--- src/rtl/core/sdpg_pkg.sv ---
// ----------------------------------------------------------------------------
// sdpg_pkg
// Shared types and constants of the step/direction pulse generator.
// ----------------------------------------------------------------------------
package sdpg_pkg;

    localparam int PW_W       = 8;
    localparam int SETTLE_W   = 16;
    localparam int ACTION_W   = 3;
    localparam int APB_DATA_W = 32;
    localparam int APB_ADDR_W = 4;
    localparam int REG_IDX_W  = 2;
    localparam int FLAG_BITS  = 6;

    localparam logic [PW_W-1:0]     PW_RESET     = 8'd5;
    localparam logic [SETTLE_W-1:0] SETTLE_RESET = 16'd1000;
    localparam logic                FWD_RESET    = 1'b1;

    // Register indexes, byte address = 4 * index.
    localparam logic [REG_IDX_W-1:0] REG_PULSE_WIDTH     = 2'd0;
    localparam logic [REG_IDX_W-1:0] REG_SETTLE_TIME     = 2'd1;
    localparam logic [REG_IDX_W-1:0] REG_FORWARD_IS_HIGH = 2'd2;

    typedef enum logic [ACTION_W-1:0] {
        ACT_TICK      = 3'd0,
        ACT_START     = 3'd1,
        ACT_STOP      = 3'd2,
        ACT_ENABLE    = 3'd3,
        ACT_DISABLE   = 3'd4,
        ACT_TAKE_DONE = 3'd5
    } action_t;

    typedef struct packed {
        logic [PW_W-1:0]     pulse_width;
        logic [SETTLE_W-1:0] settle_time;
        logic                forward_is_high;
    } sdpg_cfg_t;

endpackage

--- src/rtl/core/step_dir_pulse_generator.sv ---
// ----------------------------------------------------------------------------
// step_dir_pulse_generator
// Step/direction pulse generator: commands and one-microsecond ticks in,
// one status word out per command.
// ----------------------------------------------------------------------------
//  Channel   Direction  Contents
//  s_*       in         tuser: action; tdata: move_reverse, pulse_count, step_interval
//  m_*       out        tdata: step/dir/enable/busy/accepted/done flags, steps_done
//  APB       in/out     pulse_width @0x0, settle_time @0x4, forward_is_high @0x8
//
// One word per clock is sustained while m_tready stays high. A word passes
// through the input register, and its status is registered in the result
// register. Reset (synchronous, aresetn low) clears the move state and loads
// the register defaults. A stalled m_tready holds the result and, one word
// later, the input register, which then deasserts s_tready.
// ----------------------------------------------------------------------------
module step_dir_pulse_generator
    import sdpg_pkg::*;
#(
    parameter int COUNT_WIDTH = 24,
    parameter int TIME_WIDTH  = 16,
    localparam int IN_BITS    = 1 + COUNT_WIDTH + TIME_WIDTH,
    localparam int S_DATA_W   = ((IN_BITS + 7) / 8) * 8,
    localparam int OUT_BITS   = FLAG_BITS + COUNT_WIDTH,
    localparam int M_DATA_W   = ((OUT_BITS + 7) / 8) * 8
) (
    input  logic                  aclk,
    input  logic                  aresetn,
    // APB configuration port
    input  logic                  psel,
    input  logic                  penable,
    input  logic                  pwrite,
    input  logic [APB_ADDR_W-1:0] paddr,
    input  logic [APB_DATA_W-1:0] pwdata,
    output logic [APB_DATA_W-1:0] prdata,
    output logic                  pready,
    // Command stream
    input  logic                  s_tvalid,
    output logic                  s_tready,
    // From bit 0: move_reverse, pulse_count, step_interval, zero padding.
    input  logic [S_DATA_W-1:0]   s_tdata,
    // action
    input  logic [ACTION_W-1:0]   s_tuser,
    // Status stream
    output logic                  m_tvalid,
    input  logic                  m_tready,
    // From bit 0: step_out, dir_out, enable_out, busy_res, accepted,
    // move_done, steps_done, zero padding.
    output logic [M_DATA_W-1:0]   m_tdata
);

    sdpg_cfg_t           cfg;
    logic                core_ready;
    logic                item_valid;
    logic [IN_BITS-1:0]  item_data;
    logic [ACTION_W-1:0] item_user;
    logic [OUT_BITS-1:0] res_data;

    sdpg_apb_regs u_regs (
        .aclk    (aclk),
        .aresetn (aresetn),
        .psel    (psel),
        .penable (penable),
        .pwrite  (pwrite),
        .paddr   (paddr),
        .pwdata  (pwdata),
        .prdata  (prdata),
        .pready  (pready),
        .cfg     (cfg)
    );

    sdpg_in_stage #(
        .DATA_W (S_DATA_W),
        .ITEM_W (IN_BITS)
    ) u_in (
        .aclk       (aclk),
        .aresetn    (aresetn),
        .s_tvalid   (s_tvalid),
        .s_tready   (s_tready),
        .s_tdata    (s_tdata),
        .s_tuser    (s_tuser),
        .core_ready (core_ready),
        .item_valid (item_valid),
        .item_data  (item_data),
        .item_user  (item_user)
    );

    sdpg_core #(
        .COUNT_WIDTH (COUNT_WIDTH),
        .TIME_WIDTH  (TIME_WIDTH),
        .ITEM_W      (IN_BITS),
        .RES_W       (OUT_BITS)
    ) u_core (
        .aclk       (aclk),
        .aresetn    (aresetn),
        .cfg        (cfg),
        .item_valid (item_valid),
        .item_data  (item_data),
        .item_user  (item_user),
        .core_ready (core_ready),
        .res_valid  (m_tvalid),
        .res_ready  (m_tready),
        .res_data   (res_data)
    );

    assign m_tdata = M_DATA_W'(res_data);

endmodule

--- src/rtl/core/sdpg_apb_regs.sv ---
// ----------------------------------------------------------------------------
// sdpg_apb_regs
// APB register file holding pulse width, settle time and direction polarity.
// ----------------------------------------------------------------------------
module sdpg_apb_regs
    import sdpg_pkg::*;
(
    input  logic                  aclk,
    input  logic                  aresetn,
    input  logic                  psel,
    input  logic                  penable,
    input  logic                  pwrite,
    input  logic [APB_ADDR_W-1:0] paddr,
    input  logic [APB_DATA_W-1:0] pwdata,
    output logic [APB_DATA_W-1:0] prdata,
    output logic                  pready,
    output sdpg_cfg_t             cfg
);

    sdpg_cfg_t             cfg_reg;
    logic                  wr_en;
    logic [REG_IDX_W-1:0]  reg_idx;

    assign pready  = 1'b1;
    assign wr_en   = psel & penable & pwrite & pready;
    assign reg_idx = paddr[APB_ADDR_W-1:2];
    assign cfg     = cfg_reg;

    always_ff @(posedge aclk) begin
        if (!aresetn) begin
            cfg_reg.pulse_width     <= PW_RESET;
            cfg_reg.settle_time     <= SETTLE_RESET;
            cfg_reg.forward_is_high <= FWD_RESET;
        end else if (wr_en) begin
            case (reg_idx)
                REG_PULSE_WIDTH:     cfg_reg.pulse_width     <= pwdata[PW_W-1:0];
                REG_SETTLE_TIME:     cfg_reg.settle_time     <= pwdata[SETTLE_W-1:0];
                REG_FORWARD_IS_HIGH: cfg_reg.forward_is_high <= pwdata[0];
                default: ;
            endcase
        end
    end

    always_comb begin
        case (reg_idx)
            REG_PULSE_WIDTH:     prdata = APB_DATA_W'(cfg_reg.pulse_width);
            REG_SETTLE_TIME:     prdata = APB_DATA_W'(cfg_reg.settle_time);
            REG_FORWARD_IS_HIGH: prdata = APB_DATA_W'(cfg_reg.forward_is_high);
            default:             prdata = '0;
        endcase
    end

endmodule

--- src/rtl/core/sdpg_in_stage.sv ---
// ----------------------------------------------------------------------------
// sdpg_in_stage
// Input register for command words; refills in the cycle it is drained.
// ----------------------------------------------------------------------------
module sdpg_in_stage
    import sdpg_pkg::*;
#(
    parameter int DATA_W   = 48,
    parameter int ITEM_W   = 41
) (
    input  logic                aclk,
    input  logic                aresetn,
    input  logic                s_tvalid,
    output logic                s_tready,
    input  logic [DATA_W-1:0]   s_tdata,
    input  logic [ACTION_W-1:0] s_tuser,
    input  logic                core_ready,
    output logic                item_valid,
    output logic [ITEM_W-1:0]   item_data,
    output logic [ACTION_W-1:0] item_user
);

    logic                valid_reg;
    logic [ITEM_W-1:0]   data_reg;
    logic [ACTION_W-1:0] user_reg;

    // The held word leaves exactly when the core can take a result.
    assign s_tready   = !valid_reg || core_ready;
    assign item_valid = valid_reg;
    assign item_data  = data_reg;
    assign item_user  = user_reg;

    always_ff @(posedge aclk) begin
        if (!aresetn) begin
            valid_reg <= 1'b0;
        end else if (s_tready) begin
            valid_reg <= s_tvalid;
        end
    end

    always_ff @(posedge aclk) begin
        if (s_tvalid && s_tready) begin
            data_reg <= s_tdata[ITEM_W-1:0];
            user_reg <= s_tuser;
        end
    end

endmodule

--- src/rtl/core/sdpg_core.sv ---
// ----------------------------------------------------------------------------
// sdpg_core
// Move state, step countdown and pulse counters, plus the result register.
// ----------------------------------------------------------------------------
module sdpg_core
    import sdpg_pkg::*;
#(
    parameter int COUNT_WIDTH = 24,
    parameter int TIME_WIDTH  = 16,
    parameter int ITEM_W      = 41,
    parameter int RES_W       = 30
) (
    input  logic                aclk,
    input  logic                aresetn,
    input  sdpg_cfg_t           cfg,
    input  logic                item_valid,
    input  logic [ITEM_W-1:0]   item_data,
    input  logic [ACTION_W-1:0] item_user,
    output logic                core_ready,
    output logic                res_valid,
    input  logic                res_ready,
    output logic [RES_W-1:0]    res_data
);

    logic                   busy_reg, busy_next;
    logic                   enabled_reg, enabled_next;
    logic                   step_reg, step_next;
    logic                   done_reg, done_next;
    logic                   rev_reg, rev_next;
    logic [COUNT_WIDTH-1:0] req_reg, req_next;
    logic [COUNT_WIDTH-1:0] cnt_reg, cnt_next;
    logic [TIME_WIDTH-1:0]  ivl_reg, ivl_next;
    logic [TIME_WIDTH-1:0]  cdn_reg, cdn_next;

    logic                   out_valid_reg;
    logic [RES_W-1:0]       out_data_reg;

    logic                   take;
    logic                   accepted;
    logic                   done_out;
    action_t                action;
    logic                   move_reverse;
    logic [COUNT_WIDTH-1:0] pulse_count;
    logic [TIME_WIDTH-1:0]  step_interval;
    logic [TIME_WIDTH+PW_W-1:0]     pw_wide;
    logic [TIME_WIDTH+SETTLE_W-1:0] settle_wide;
    logic [TIME_WIDTH-1:0]  pw_t;
    logic [TIME_WIDTH-1:0]  settle_t;
    logic [COUNT_WIDTH-1:0] cnt_inc;

    assign action        = action_t'(item_user);
    assign move_reverse  = item_data[0];
    assign pulse_count   = item_data[COUNT_WIDTH:1];
    assign step_interval = item_data[COUNT_WIDTH+TIME_WIDTH:COUNT_WIDTH+1];

    // Zero-extend first, then keep the low bits, so narrow time widths truncate.
    assign pw_wide     = {{TIME_WIDTH{1'b0}}, cfg.pulse_width};
    assign settle_wide = {{TIME_WIDTH{1'b0}}, cfg.settle_time};
    assign pw_t        = pw_wide[TIME_WIDTH-1:0];
    assign settle_t    = settle_wide[TIME_WIDTH-1:0];
    assign cnt_inc     = cnt_reg + 1'b1;

    assign core_ready = !out_valid_reg || res_ready;
    assign take       = item_valid && core_ready;
    assign res_valid  = out_valid_reg;
    assign res_data   = out_data_reg;

    always_comb begin
        busy_next    = busy_reg;
        enabled_next = enabled_reg;
        step_next    = step_reg;
        done_next    = done_reg;
        rev_next     = rev_reg;
        req_next     = req_reg;
        cnt_next     = cnt_reg;
        ivl_next     = ivl_reg;
        cdn_next     = cdn_reg;
        accepted     = 1'b0;

        case (action)
            ACT_TICK: begin
                if (busy_reg) begin
                    if (cdn_reg > TIME_WIDTH'(1)) begin
                        cdn_next = cdn_reg - 1'b1;
                    end else if (!step_reg) begin
                        step_next = 1'b1;
                        cdn_next  = pw_t;
                    end else begin
                        step_next = 1'b0;
                        cnt_next  = cnt_inc;
                        if (cnt_inc >= req_reg) begin
                            busy_next = 1'b0;
                            done_next = 1'b1;
                        end else if (ivl_reg > pw_t) begin
                            cdn_next = ivl_reg - pw_t;
                        end else begin
                            // Pulse width raised mid-move: no low time left.
                            cdn_next = '0;
                        end
                    end
                end
            end
            ACT_START: begin
                if (!busy_reg && pulse_count != '0 && step_interval > pw_t) begin
                    accepted     = 1'b1;
                    rev_next     = move_reverse;
                    req_next     = pulse_count;
                    cnt_next     = '0;
                    ivl_next     = step_interval;
                    step_next    = 1'b0;
                    done_next    = 1'b0;
                    enabled_next = 1'b1;
                    busy_next    = 1'b1;
                    cdn_next     = enabled_reg ? pw_t : settle_t;
                end
            end
            ACT_STOP: begin
                busy_next = 1'b0;
                step_next = 1'b0;
                done_next = 1'b0;
            end
            ACT_ENABLE: begin
                enabled_next = 1'b1;
            end
            ACT_DISABLE: begin
                if (busy_reg) begin
                    busy_next = 1'b0;
                    done_next = 1'b0;
                end
                step_next    = 1'b0;
                enabled_next = 1'b0;
            end
            ACT_TAKE_DONE: begin
                done_next = 1'b0;
            end
            default: ;
        endcase

        // Taking the flag reports the value it had before clearing.
        done_out = (action == ACT_TAKE_DONE) ? done_reg : done_next;
    end

    always_ff @(posedge aclk) begin
        if (!aresetn) begin
            busy_reg    <= 1'b0;
            enabled_reg <= 1'b0;
            step_reg    <= 1'b0;
            done_reg    <= 1'b0;
            rev_reg     <= 1'b0;
            req_reg     <= '0;
            cnt_reg     <= '0;
            ivl_reg     <= '0;
            cdn_reg     <= '0;
        end else if (take) begin
            busy_reg    <= busy_next;
            enabled_reg <= enabled_next;
            step_reg    <= step_next;
            done_reg    <= done_next;
            rev_reg     <= rev_next;
            req_reg     <= req_next;
            cnt_reg     <= cnt_next;
            ivl_reg     <= ivl_next;
            cdn_reg     <= cdn_next;
        end
    end

    always_ff @(posedge aclk) begin
        if (!aresetn) begin
            out_valid_reg <= 1'b0;
        end else if (core_ready) begin
            out_valid_reg <= item_valid;
        end
    end

    always_ff @(posedge aclk) begin
        if (take) begin
            out_data_reg <= {cnt_next, done_out, accepted, busy_next, enabled_next,
                             cfg.forward_is_high ^ rev_next, step_next};
        end
    end

endmodule

--- config.mk ---
export PLATFORM = sky130hd
export DESIGN_NAME = step_dir_pulse_generator
export DESIGN_NICKNAME = d
export VERILOG_FILES = /design/src/rtl/core/sdpg_pkg.sv /design/src/rtl/core/step_dir_pulse_generator.sv /design/src/rtl/core/sdpg_apb_regs.sv /design/src/rtl/core/sdpg_in_stage.sv /design/src/rtl/core/sdpg_core.sv
export SDC_FILE = /design/constraint.sdc
export NUM_CORES = 1
export LEC_CHECK = 0
export BUFFER_PORTS_ARGS = -buffer_cell sky130_fd_sc_hd__buf_2
export CAP_MARGIN = 20
export CORE_MARGIN = 2
export CORE_UTILIZATION = 44
export DETAILED_ROUTE_END_ITERATION = 10
export SLEW_MARGIN = 5
export SYNTH_ARGS = -nofsm -noshare
export SYNTH_HDL_FRONTEND = slang
export SYNTH_SLANG_ARGS = --single-unit
--- constraint.sdc ---
create_clock -name aclk -period 5.5 [get_ports aclk]
set_clock_uncertainty 0.15 [all_clocks]
set_input_delay 0.275 -clock aclk [delete_from_list [all_inputs] [get_ports aclk]]
set_output_delay 0.275 -clock aclk [all_outputs]
set_load 0.01 [all_outputs]
==> metrics.cfg, run 1 <==
[run_status]
status=completed

[grt]
global_route.usage.met1=0.347
gr-max-usage-layer=met1
grt.overflow.total=0
first_pass_grt_wire_length_um=42100
global_route.usage.total=0.220
antenna_violations_before_repair=0
grt_max_degree=58
first_global_vias=7744
globalRouteMet3Util=0.0319
grt_use_met2=0.310

[sta]
setup_tns_ns=0
final_min_period_over_clock_period=0.790
timing.final.setup_violations=0
max_slew_margin=0.297
fmaxAchievable_mhz=230
setup_repair_after_global_routing_missed_its_margin=no
timing.final.max_slew_violations=0
holdWs_ns=0.0410
tightest_slew_ns=1.05
finalHoldViolCount=0
post-route-min-period_ns=4.35

[drt]
route.vias.total=8863
routed_wirelength_normalized_by_instance_count_um=16.6
wl_um=26500
drtIter0Drc=766
detailedRoute.firstPassIterationCount=5
vias_per_cell=5.54
ant_nets=0
detail_route.drc_violations=0

[place]
hpwl_um=18700
detailed_place.area_um2=10800
globalplace.congestion=0.869
buffer_ports.inserted=116

[cells_and_area]
final_cell_area_um2=12000
antennaDiodeCount=0
max_ffs_per_register=41
area_delta_synth_final_pct=18.6
drive_above_1_share=0.136
fin_nets=1442
layout.core_utilization=0.531

[logic_synthesis]
synth-compound-area-share=0.160
synth_enable_flop_cells=74
yosysWarningCount=0
synthXorXnorAreaFrac=0.0337
synthCells=1162
post-synth-top-count-cell=nand2_1
synthesized_area_per_cell_um2=8.72
area_share_of_and_or_nand_nor_cells_after_synthesis=0.210
main_combinational_cell_family_by_area_after_synthesis=simple AND/OR/NAND/NOR gates
synth_largest_type_area_fraction=0.221
synth.top_cells.by_area=dfxtp_1, edfxtp_1, nand2_1
mappedNetlistArea_um2=10100
synth_ff_type=dfxtp_1
multiplexer_fraction_of_the_synthesized_cell_area=0.0407
synth.lib_cells_used.distinct=69
synth-adder-area-share=0.0563
ys_ff_latch=186
synth_area_leader_cell=dfxtp_1
synth_seq_area_share=0.440
netlist_top_cells_count=nand2_1, dfxtp_1, a21oi_1
ys_async_sr_fraction=0

[setup_path]
timing.critical_path.required_ns=5.71
timing_worst_setup_path_type=reg -> reg
depth_of_the_most_critical_reg_to_reg_path=14
critical_path.startpoint_type=flop
worstSetupEndpointType=flop
arrival_time_reported_for_the_critical_path_endpoint_ns=4.56
critical_path.reg2reg.startpoint=u_core.cnt_reg[0]$_SDFFE_PN0P_
r2r_slack_ns=1.15
worst_r2r_dst=u_core.cdn_reg[4]$_SDFFE_PN0P_
crit_fanout=13

[power]
finalPower_uw=3040
cellLeakagePower_uw=0.00471
p_per_area_nw_per_um2=253
irDropWorstVdd_v=0.000189

[floorplan]
placement_rows=55
floorplan.io_pins=161
coreArea_um2=22600
effective_utilization_at_floorplan=0.448
die_area_um2=24300
floorplan.die.height_um=156
dieWidth_um=156

[clock_tree]
deepest_level_of_the_cts_h_tree=4
clk_latency_ns=0.44
cts_resized=0
clock_path_buffers=2
clock_sink_count=186
post-cts-setup-buffers=0
path_clk_slew_ns=0.07
master_cell_of_the_clock_root_buffer=clkbuf_16
cts_tree=done
number_of_buffers_created_by_cts=17

[min_path]
timing.hold.worst.class=in -> reg
holdPathEnd=u_core.res_valid$_SDFFE_PN0P_
hold_start=m_tready
holdPathStages=4

[run]
drv.max_cap_violation_count=0

area by class of cell:
class                      instances  area (µm²)
fill                            2131       10600
multi-input combinational        860        5160
sequential                       186        4460
timing repair buffer             188        1270
clock buffer                      18         429
tap                              285         357
inverter                          50         188
clock inverter                    14         145
worst max-delay path, stage by stage, from the launching register on:
cell,delay (ns)
dfxtp_1,0.48
ha_1,0.34
and3_1,0.28
nand4_1,0.18
nor4b_2,0.35
buf_4,0.21
nand3_1,0.14
xnor2_1,0.17
ha_1,0.28
nand4_1,0.13
nor4_1,0.52
a21oi_1,0.25
o31ai_2,0.26
buf_4,0.30
mux2i_1,0.22
metrics by stage:
stage | std cells | worst slack [ns]
after CTS | 1601 | 1.17
after global placement | 1508 | 1.29
after detailed placement | 1508 | 1.22
after floorplan | 1179 | 1.42
final | 1601 | 1.15
after global routing | 1601 | 0.811
metal layers:
| metal | share of wire | vias up | wire length (µm) |
|---|---|---|---|
| met5 | 0 | - | 0 |
| li1 | - | 4393 | - |
| met4 | 0.012 | 0 | 306 |
| met2 | 0.42 | 276 | 11100 |
| met1 | 0.52 | 4171 | 13800 |
| met3 | 0.047 | 23 | 1250 |
layout by cell type (no fill, tap or decap), drive strengths merged, types with 19 or more instances in the layout:
master       netlist  routed
a21oi            103     103
buf               31     127
conb               2      19
dfxtp            112     112
dlygate4sd3        0      61
edfxtp            74      74
ha                44      44
inv               50      59
mux2i             39      39
nand2            196     196
nand3             36      36
nor2              88      88
nor3              22      22
o21ai             53      53
xnor2             23      23
kinds of logic (layout without fill, tap and decap cells):
| family | after synthesis | count (layout) |
|---|---|---|
| other cells | 2 | 19 |
| mux | 41 | 41 |
| xor+xnor | 39 | 39 |
| flops | 186 | 186 |
| buf+inv | 133 | 270 |
| fa+ha+maj | 45 | 45 |
| compound gates | 264 | 264 |
| simple gates | 452 | 452 |
how the worst max path moves through the flow:
stage	to	from	slack, ns
2_1_floorplan	u_core.cdn_reg[10]$_SDFFE_PN0P_	u_core.cnt_reg[0]$_SDFFE_PN0P_	1.42
3_3_place_gp	u_core.cdn_reg[5]$_SDFFE_PN0P_	u_core.cnt_reg[0]$_SDFFE_PN0P_	1.29
3_5_place_dp	u_core.cdn_reg[5]$_SDFFE_PN0P_	u_core.cnt_reg[0]$_SDFFE_PN0P_	1.22
4_1_cts	u_core.cdn_reg[4]$_SDFFE_PN0P_	u_core.cnt_reg[0]$_SDFFE_PN0P_	1.17
5_1_grt	u_core.cdn_reg[7]$_SDFFE_PN0P_	u_core.cnt_reg[0]$_SDFFE_PN0P_	0.81
6_report	u_core.cdn_reg[4]$_SDFFE_PN0P_	u_core.cnt_reg[0]$_SDFFE_PN0P_	1.15
repair_timing:
action,4_1_cts,5_1_grt
hold buffers,61,0
hold endpoints to repair,70,0
setup endpoints to repair,0,0
report_power, final:
part	internal, µW	switching, µW
Combinational	129	172
Sequential	1480	28.9
Clock	643	591
Total	2250	792
Power figures use the tool's default switching activity.
==> run 2, diff against run 1 <==
--- a/config.mk
+++ b/config.mk
@@ -10,6 +10,7 @@
 export CORE_MARGIN = 2
 export CORE_UTILIZATION = 44
 export DETAILED_ROUTE_END_ITERATION = 10
+export PLACE_DENSITY = 0.67
 export SLEW_MARGIN = 5
 export SYNTH_ARGS = -nofsm -noshare
 export SYNTH_HDL_FRONTEND = slang
==> constraint.sdc (replaced) <==
create_clock -name aclk -period 3.75 [get_ports aclk]
set_clock_uncertainty 0.15 [all_clocks]
set_input_delay 0.1875 -clock aclk [delete_from_list [all_inputs] [get_ports aclk]]
set_output_delay 0.1875 -clock aclk [all_outputs]
set_load 0.01 [all_outputs]
==> run 2 against run 1 <==
Cell area increased by 3.4%. Cell count rose by 2.1%. Combinational power increased by 53%. Hold slack better by 0.071 ns. First-iteration DRC count decreased by 1.4%. Via count rose by 1.6%. Count of clock-buffer cells in the layout is 2 higher. Sequential power rose by 47%.
==> metrics.cfg, run 2 (synthesis gave the netlist of run 1 again) <==
[run_status]
status=completed

[cells_and_area]
num-fill-cells=2100
layout.cells.most_common=nand2_1
max_ffs_per_register=41
most-common-layout-cells=nand2_1, buf_2, dfxtp_1
final_cell_area_um2=12400
drive_above_1_share=0.166
fin_nets=1475
antennaDiodeCount=0
final_non_filler_cell_total=1634
area_delta_synth_final_pct=22.6

[drt]
detailedRoute.firstPassIterationCount=6
ant_nets=0
wl_um=26700
routed_wirelength_normalized_by_instance_count_um=16.3
drtIter0Drc=755
route.vias.total=9003
detail_route.drc_violations=0
vias_per_cell=5.51

[floorplan]
coreArea_um2=22600
floorplan.die.height_um=156
die_area_um2=24300
floorplan.io_pins=161
dieWidth_um=156
effective_utilization_at_floorplan=0.448
placement_rows=55

[clock_tree]
master_cell_of_the_clock_root_buffer=clkbuf_16
clk_latency_ns=0.44
clock_sink_count=186
clock_path_buffers=2
deepest_level_of_the_cts_h_tree=4
number_of_buffers_created_by_cts=17
cts_tree=done
path_clk_slew_ns=0.07

[grt]
antenna_violations_before_repair=0
grt.overflow.total=0
global_route.usage.total=0.219
first_global_vias=8250
first_pass_grt_wire_length_um=42200
grt_max_degree=51

[place]
preCtsSetupSlack_ns=0.0905
placed_instances=1532
globalplace.congestion=0.917
buffer_ports.inserted=116
detailed_place.area_um2=11000
hpwl_um=19000

[sta]
max_slew_margin=0.317
finalHoldViolCount=0
tightest_slew_ns=1.02
timing.final.ws_setup_ns=0.142
timing.final.setup_violations=0
setup_repair_after_global_routing_missed_its_margin=yes
timing.final.max_slew_violations=0
final_min_period_over_clock_period=0.962
fmaxAchievable_mhz=277
post-route-min-period_ns=3.61

[setup_path]
crit_fanout=5
arrival_time_reported_for_the_critical_path_endpoint_ns=3.82
critical_path.reg2reg.startpoint=u_core.cnt_reg[1]$_SDFFE_PN0P_
worstSetupEndpointType=flop
timing.critical_path.from=u_core.cnt_reg[1]$_SDFFE_PN0P_
critical_path.startpoint_type=flop
timing.critical_path.required_ns=3.96
timing_worst_setup_path_type=reg -> reg

[power]
sequentialPowerShare=0.483
power.internal_uw=3450
switching_power_uw=1120
irDropWorstVdd_v=0.000303
cellLeakagePower_uw=0.00493
finalPower_uw=4570
p_per_area_nw_per_um2=367
power.share.combinational=0.101
clock_power_share=0.416
switching_part_of_the_total_power=0.245

[run]
drv.max_cap_violation_count=0

[min_path]
timing.hold.worst.class=in -> reg
hold_start=penable

run 2: final cells by class:
class / count / area [µm²] / share of cell area
Inverter: 50 / 188 / 0.0151
Clock inverter: 12 / 164 / 0.0132
Tap cell: 285 / 357 / 0.0287
Multi-Input combinational cell: 860 / 5240 / 0.422
Clock buffer: 20 / 447 / 0.0360
Timing Repair Buffer: 221 / 1550 / 0.125
Sequential cell: 186 / 4480 / 0.360
run 2: worst paths after layout:
path	end	slack, ns	depth (start not counted)
setup / recovery	u_core.cdn_reg[13]$_SDFFE_PN0P_	0.14	15
hold / removal	u_regs.cfg[0]$_SDFFE_PN1P_	0.11	5
setup reg to reg	u_core.cdn_reg[13]$_SDFFE_PN0P_	0.14	15
hold reg to reg	u_core.req_reg[13]$_SDFFE_PN0P_	0.31	2
run 2: worst max-delay path, stage by stage, from the launching register on:
cell and delay (ns):
dfxtp_4 0.38, ha_4 0.13, and3_4 0.18, nand4_1 0.16
nor4b_4 0.45, and3_4 0.26, xor2_2 0.15, ha_1 0.26
buf_4 0.14, a21oi_1 0.12, nand2_1 0.06, a21oi_1 0.18
nand4_1 0.15, a21o_1 0.23, a311o_1 0.33, o221ai_1 0.17
run 2: stage by stage:
step / util / setup TNS, ns / hold WS (ns)
after floorplan: - / 0 / 0.136
after global placement: 0.488 / 0 / 0.216
after detailed placement: 0.488 / 0 / 0.216
after CTS: 0.543 / 0 / 0.0955
after global routing: 0.549 / -0.230 / 0.137
final: 0.549 / 0 / 0.112
run 2: timing repair:
item | in CTS | in global routing
gates resized for setup | 0 | 20
endpoints found under the hold margin | 71 | 0
endpoints found under the setup margin | 0 | 17
setup buffers | 0 | 5
hold buffers | 64 | 0
run 2: power by group through the flow:
stage / clock network [µW] / registers, µW / logic (µW)
after floorplan: 0 / 2240 / 275
after global placement: 0 / 2250 / 394
after detailed placement: 0 / 2250 / 400
after CTS: 1930 / 2200 / 453
after global routing: 2000 / 2210 / 507
final: 1900 / 2200 / 460
run 2: metal layers:
metal | global-route usage | routed length, µm | vias to the layer above
met4 | 0.0708 | 482 | 0
li1 | - | - | 4450
met2 | 0.327 | 11400 | 301
met3 | 0.0397 | 1680 | 34
met1 | 0.320 | 13100 | 4218
met5 | 0 | 0 | -
==> run 3, diff against run 2 <==
--- a/config.mk
+++ b/config.mk
@@ -8,9 +8,9 @@
 export BUFFER_PORTS_ARGS = -buffer_cell sky130_fd_sc_hd__buf_2
 export CAP_MARGIN = 20
 export CORE_MARGIN = 2
-export CORE_UTILIZATION = 44
+export CORE_UTILIZATION = 52
 export DETAILED_ROUTE_END_ITERATION = 10
-export PLACE_DENSITY = 0.67
+export PLACE_DENSITY = 0.77
 export SLEW_MARGIN = 5
 export SYNTH_ARGS = -nofsm -noshare
 export SYNTH_HDL_FRONTEND = slang
==> run 3 against run 2 <==
Cell area is 0.15% lower. Sequential power hardly changed. Critical endpoint is now u_core.cdn_reg[10]$_SDFFE_PN0P_. Register-to-register slack worse by 0.12 ns. Die area is 15% lower. Power is 2.1% lower. Cell count is 1.2% lower. Non-clock buffer count is 1 higher. Count of clock-buffer cells in the layout is 3 lower.
==> metrics.cfg, run 3 (synthesis gave the netlist of run 1 again) <==
[run_status]
status=completed

[cells_and_area]
num-fill-cells=1641
most-common-layout-cells=nand2_1, buf_2, dfxtp_1
antennaDiodeCount=0
multi_input_area_um2=5270
area_delta_synth_final_pct=22.4
layout.cells.most_common=nand2_1
final_cell_area_um2=12400
drive_above_1_share=0.171
max_ffs_per_register=41
layout.core_utilization=0.644
register_area_um2=4480
fin_nets=1476

[floorplan]
placement_rows=51
die_area_um2=20600
coreArea_um2=19300
effective_utilization_at_floorplan=0.526
floorplan.die.height_um=144
dieWidth_um=144
floorplan.io_pins=161

[drt]
detail_route.drc_violations=0
ant_nets=0
detailedRoute.firstPassIterationCount=5
wl_um=26600
vias_per_cell=5.68
routed_wirelength_normalized_by_instance_count_um=16.5
drtIter0Drc=987
route.vias.total=9174

[sta]
post-route-min-period_ns=3.73
final_min_period_over_clock_period=0.995
timing.final.max_slew_violations=0
fmaxAchievable_mhz=268
setup_tns_ns=0
timing.final.setup_violations=0
tightest_slew_ns=1.03
finalHoldViolCount=0
setup_repair_after_global_routing_missed_its_margin=yes
max_slew_margin=0.310

[place]
buffer_ports.inserted=116
hpwl_um=18300
detailed_place.area_um2=11000
globalplace.congestion=0.936

[clock_tree]
path_clk_slew_ns=0.07
clock_path_buffers=2
cts_tree=done
master_cell_of_the_clock_root_buffer=clkbuf_16
number_of_buffers_created_by_cts=17
clk_latency_ns=0.44
clock_sink_count=186
deepest_level_of_the_cts_h_tree=4

[setup_path]
r2r_slack_ns=0.02
critical_path.endpoint=u_core.cdn_reg[10]$_SDFFE_PN0P_
depth_of_the_most_critical_reg_to_reg_path=16
timing.critical_path.slowest_cell_delay_ns=0.45
timing.critical_path.required_ns=3.97
worstPathCellList=ha_4 > and3_4 > nand4_1 > nor4b_4 > and3_4 > xor2_1 > ha_1 > nand4_1 > buf_4 > nor2_2 > nand2_1 > nand4_1 > a21oi_4 > o31ai_4 > clkbuf_16 > mux2i_1
worst_r2r_dst=u_core.cdn_reg[10]$_SDFFE_PN0P_
worstSetupEndpointType=flop
critical_path.reg2reg.startpoint=u_core.cnt_reg[1]$_SDFFE_PN0P_
timing_worst_setup_path_type=reg -> reg
worst_path_most_repeated_cell=nand4_1
timing.critical_path.slowest_stage_cell=nor4b_4
critical_path.startpoint_type=flop
timing.critical_path.from=u_core.cnt_reg[1]$_SDFFE_PN0P_
crit_fanout=7
arrival_time_reported_for_the_critical_path_endpoint_ns=3.95

[grt]
grt.overflow.total=0
first_global_vias=7956
global_route.usage.total=0.252
first_pass_grt_wire_length_um=40800
grt_use_met2=0.383
global_route.usage.met1=0.366
antenna_violations_before_repair=0
gr-max-usage-layer=met2
globalRouteMet3Util=0.0433
grt_max_degree=51

[min_path]
holdPathStages=3
timing.hold.worst.class=in -> reg

[power]
cellLeakagePower_uw=0.00492
irDropWorstVdd_v=0.000301
p_per_area_nw_per_um2=360

[run]
drv.max_cap_violation_count=0

==> run 3: cell types whose count changed in the layout (fill, tap and decap cells not counted), sizes merged <==
cell,previous run,this run
buf,156,158
bufinv,3,1
clkbuf,21,18
clkinvlp,1,4
dlygate4sd3,64,63
inv,54,56
==> run 3: what timing repair did <==
action                     in CTS  in global routing
setup endpoints to repair       0                 16
hold buffers                   63                  0
hold endpoints to repair       71                  0
resized for setup               0                 24
buffers inserted                0                  5
==> run 3: layout make-up <==
cell class | count | area share
clock inverters | 15 | 0.0128
flip-flops and latches | 186 | 0.361
well taps | 265 | 0.0267
clock buffers | 17 | 0.0343
inverters | 50 | 0.0151
repair buffers | 222 | 0.125
multi-input cells | 860 | 0.425
==> run 3: metrics by stage <==
stage | power (µW) | instances | setup WS, ns | hold slack [ns]
after floorplan | 2520 | 1179 | 0.00103 | 0.136
after global placement | 2640 | 1514 | 0.262 | 0.216
after detailed placement | 2650 | 1514 | 0.161 | 0.216
after CTS | 4460 | 1609 | 0.128 | 0.0000506
after global routing | 4620 | 1615 | -0.101 | 0.0370
final | 4470 | 1615 | 0.0183 | 0.0118
==> run 3: where the power goes <==
group	internal [µW]	leakage, µW	switching [µW]
clock network	942	0.000275	861
logic	205	0.00304	259
registers	2160	0.00161	41.7
total	3310	0.00492	1160
==> run 3: per-layer routing <==
metal	part of all wire	wire length [µm]
met2	0.45	12000
met1	0.45	12000
met3	0.080	2120
met4	0.019	503
met5	0	0
==> run 3: worst max-delay path: cells and delay by family (launching register included) <==
family                     cells  cell delay (ns)
AOI/OAI and AO/OA              2             0.42
adders and majority gates      2             0.47
DFF                            1             0.38
and+or+nand+nor                8             1.56
muxes                          1             0.18
xor gates and xnor gates       1             0.06
buffers and inverters          2             0.42
==> run 3: worst min-delay path by stage <==
stage,startpoint,to
floorplan,s_tdata[0],u_in.item_data[0]$_DFFE_PP_
global placement,s_tdata[39],u_in.item_data[39]$_DFFE_PP_
detailed placement,s_tdata[14],u_in.item_data[14]$_DFFE_PP_
CTS,paddr[3],u_regs.cfg[0]$_SDFFE_PN1P_
global route,paddr[3],u_regs.cfg[0]$_SDFFE_PN1P_
finish,paddr[3],u_regs.cfg[0]$_SDFFE_PN1P_
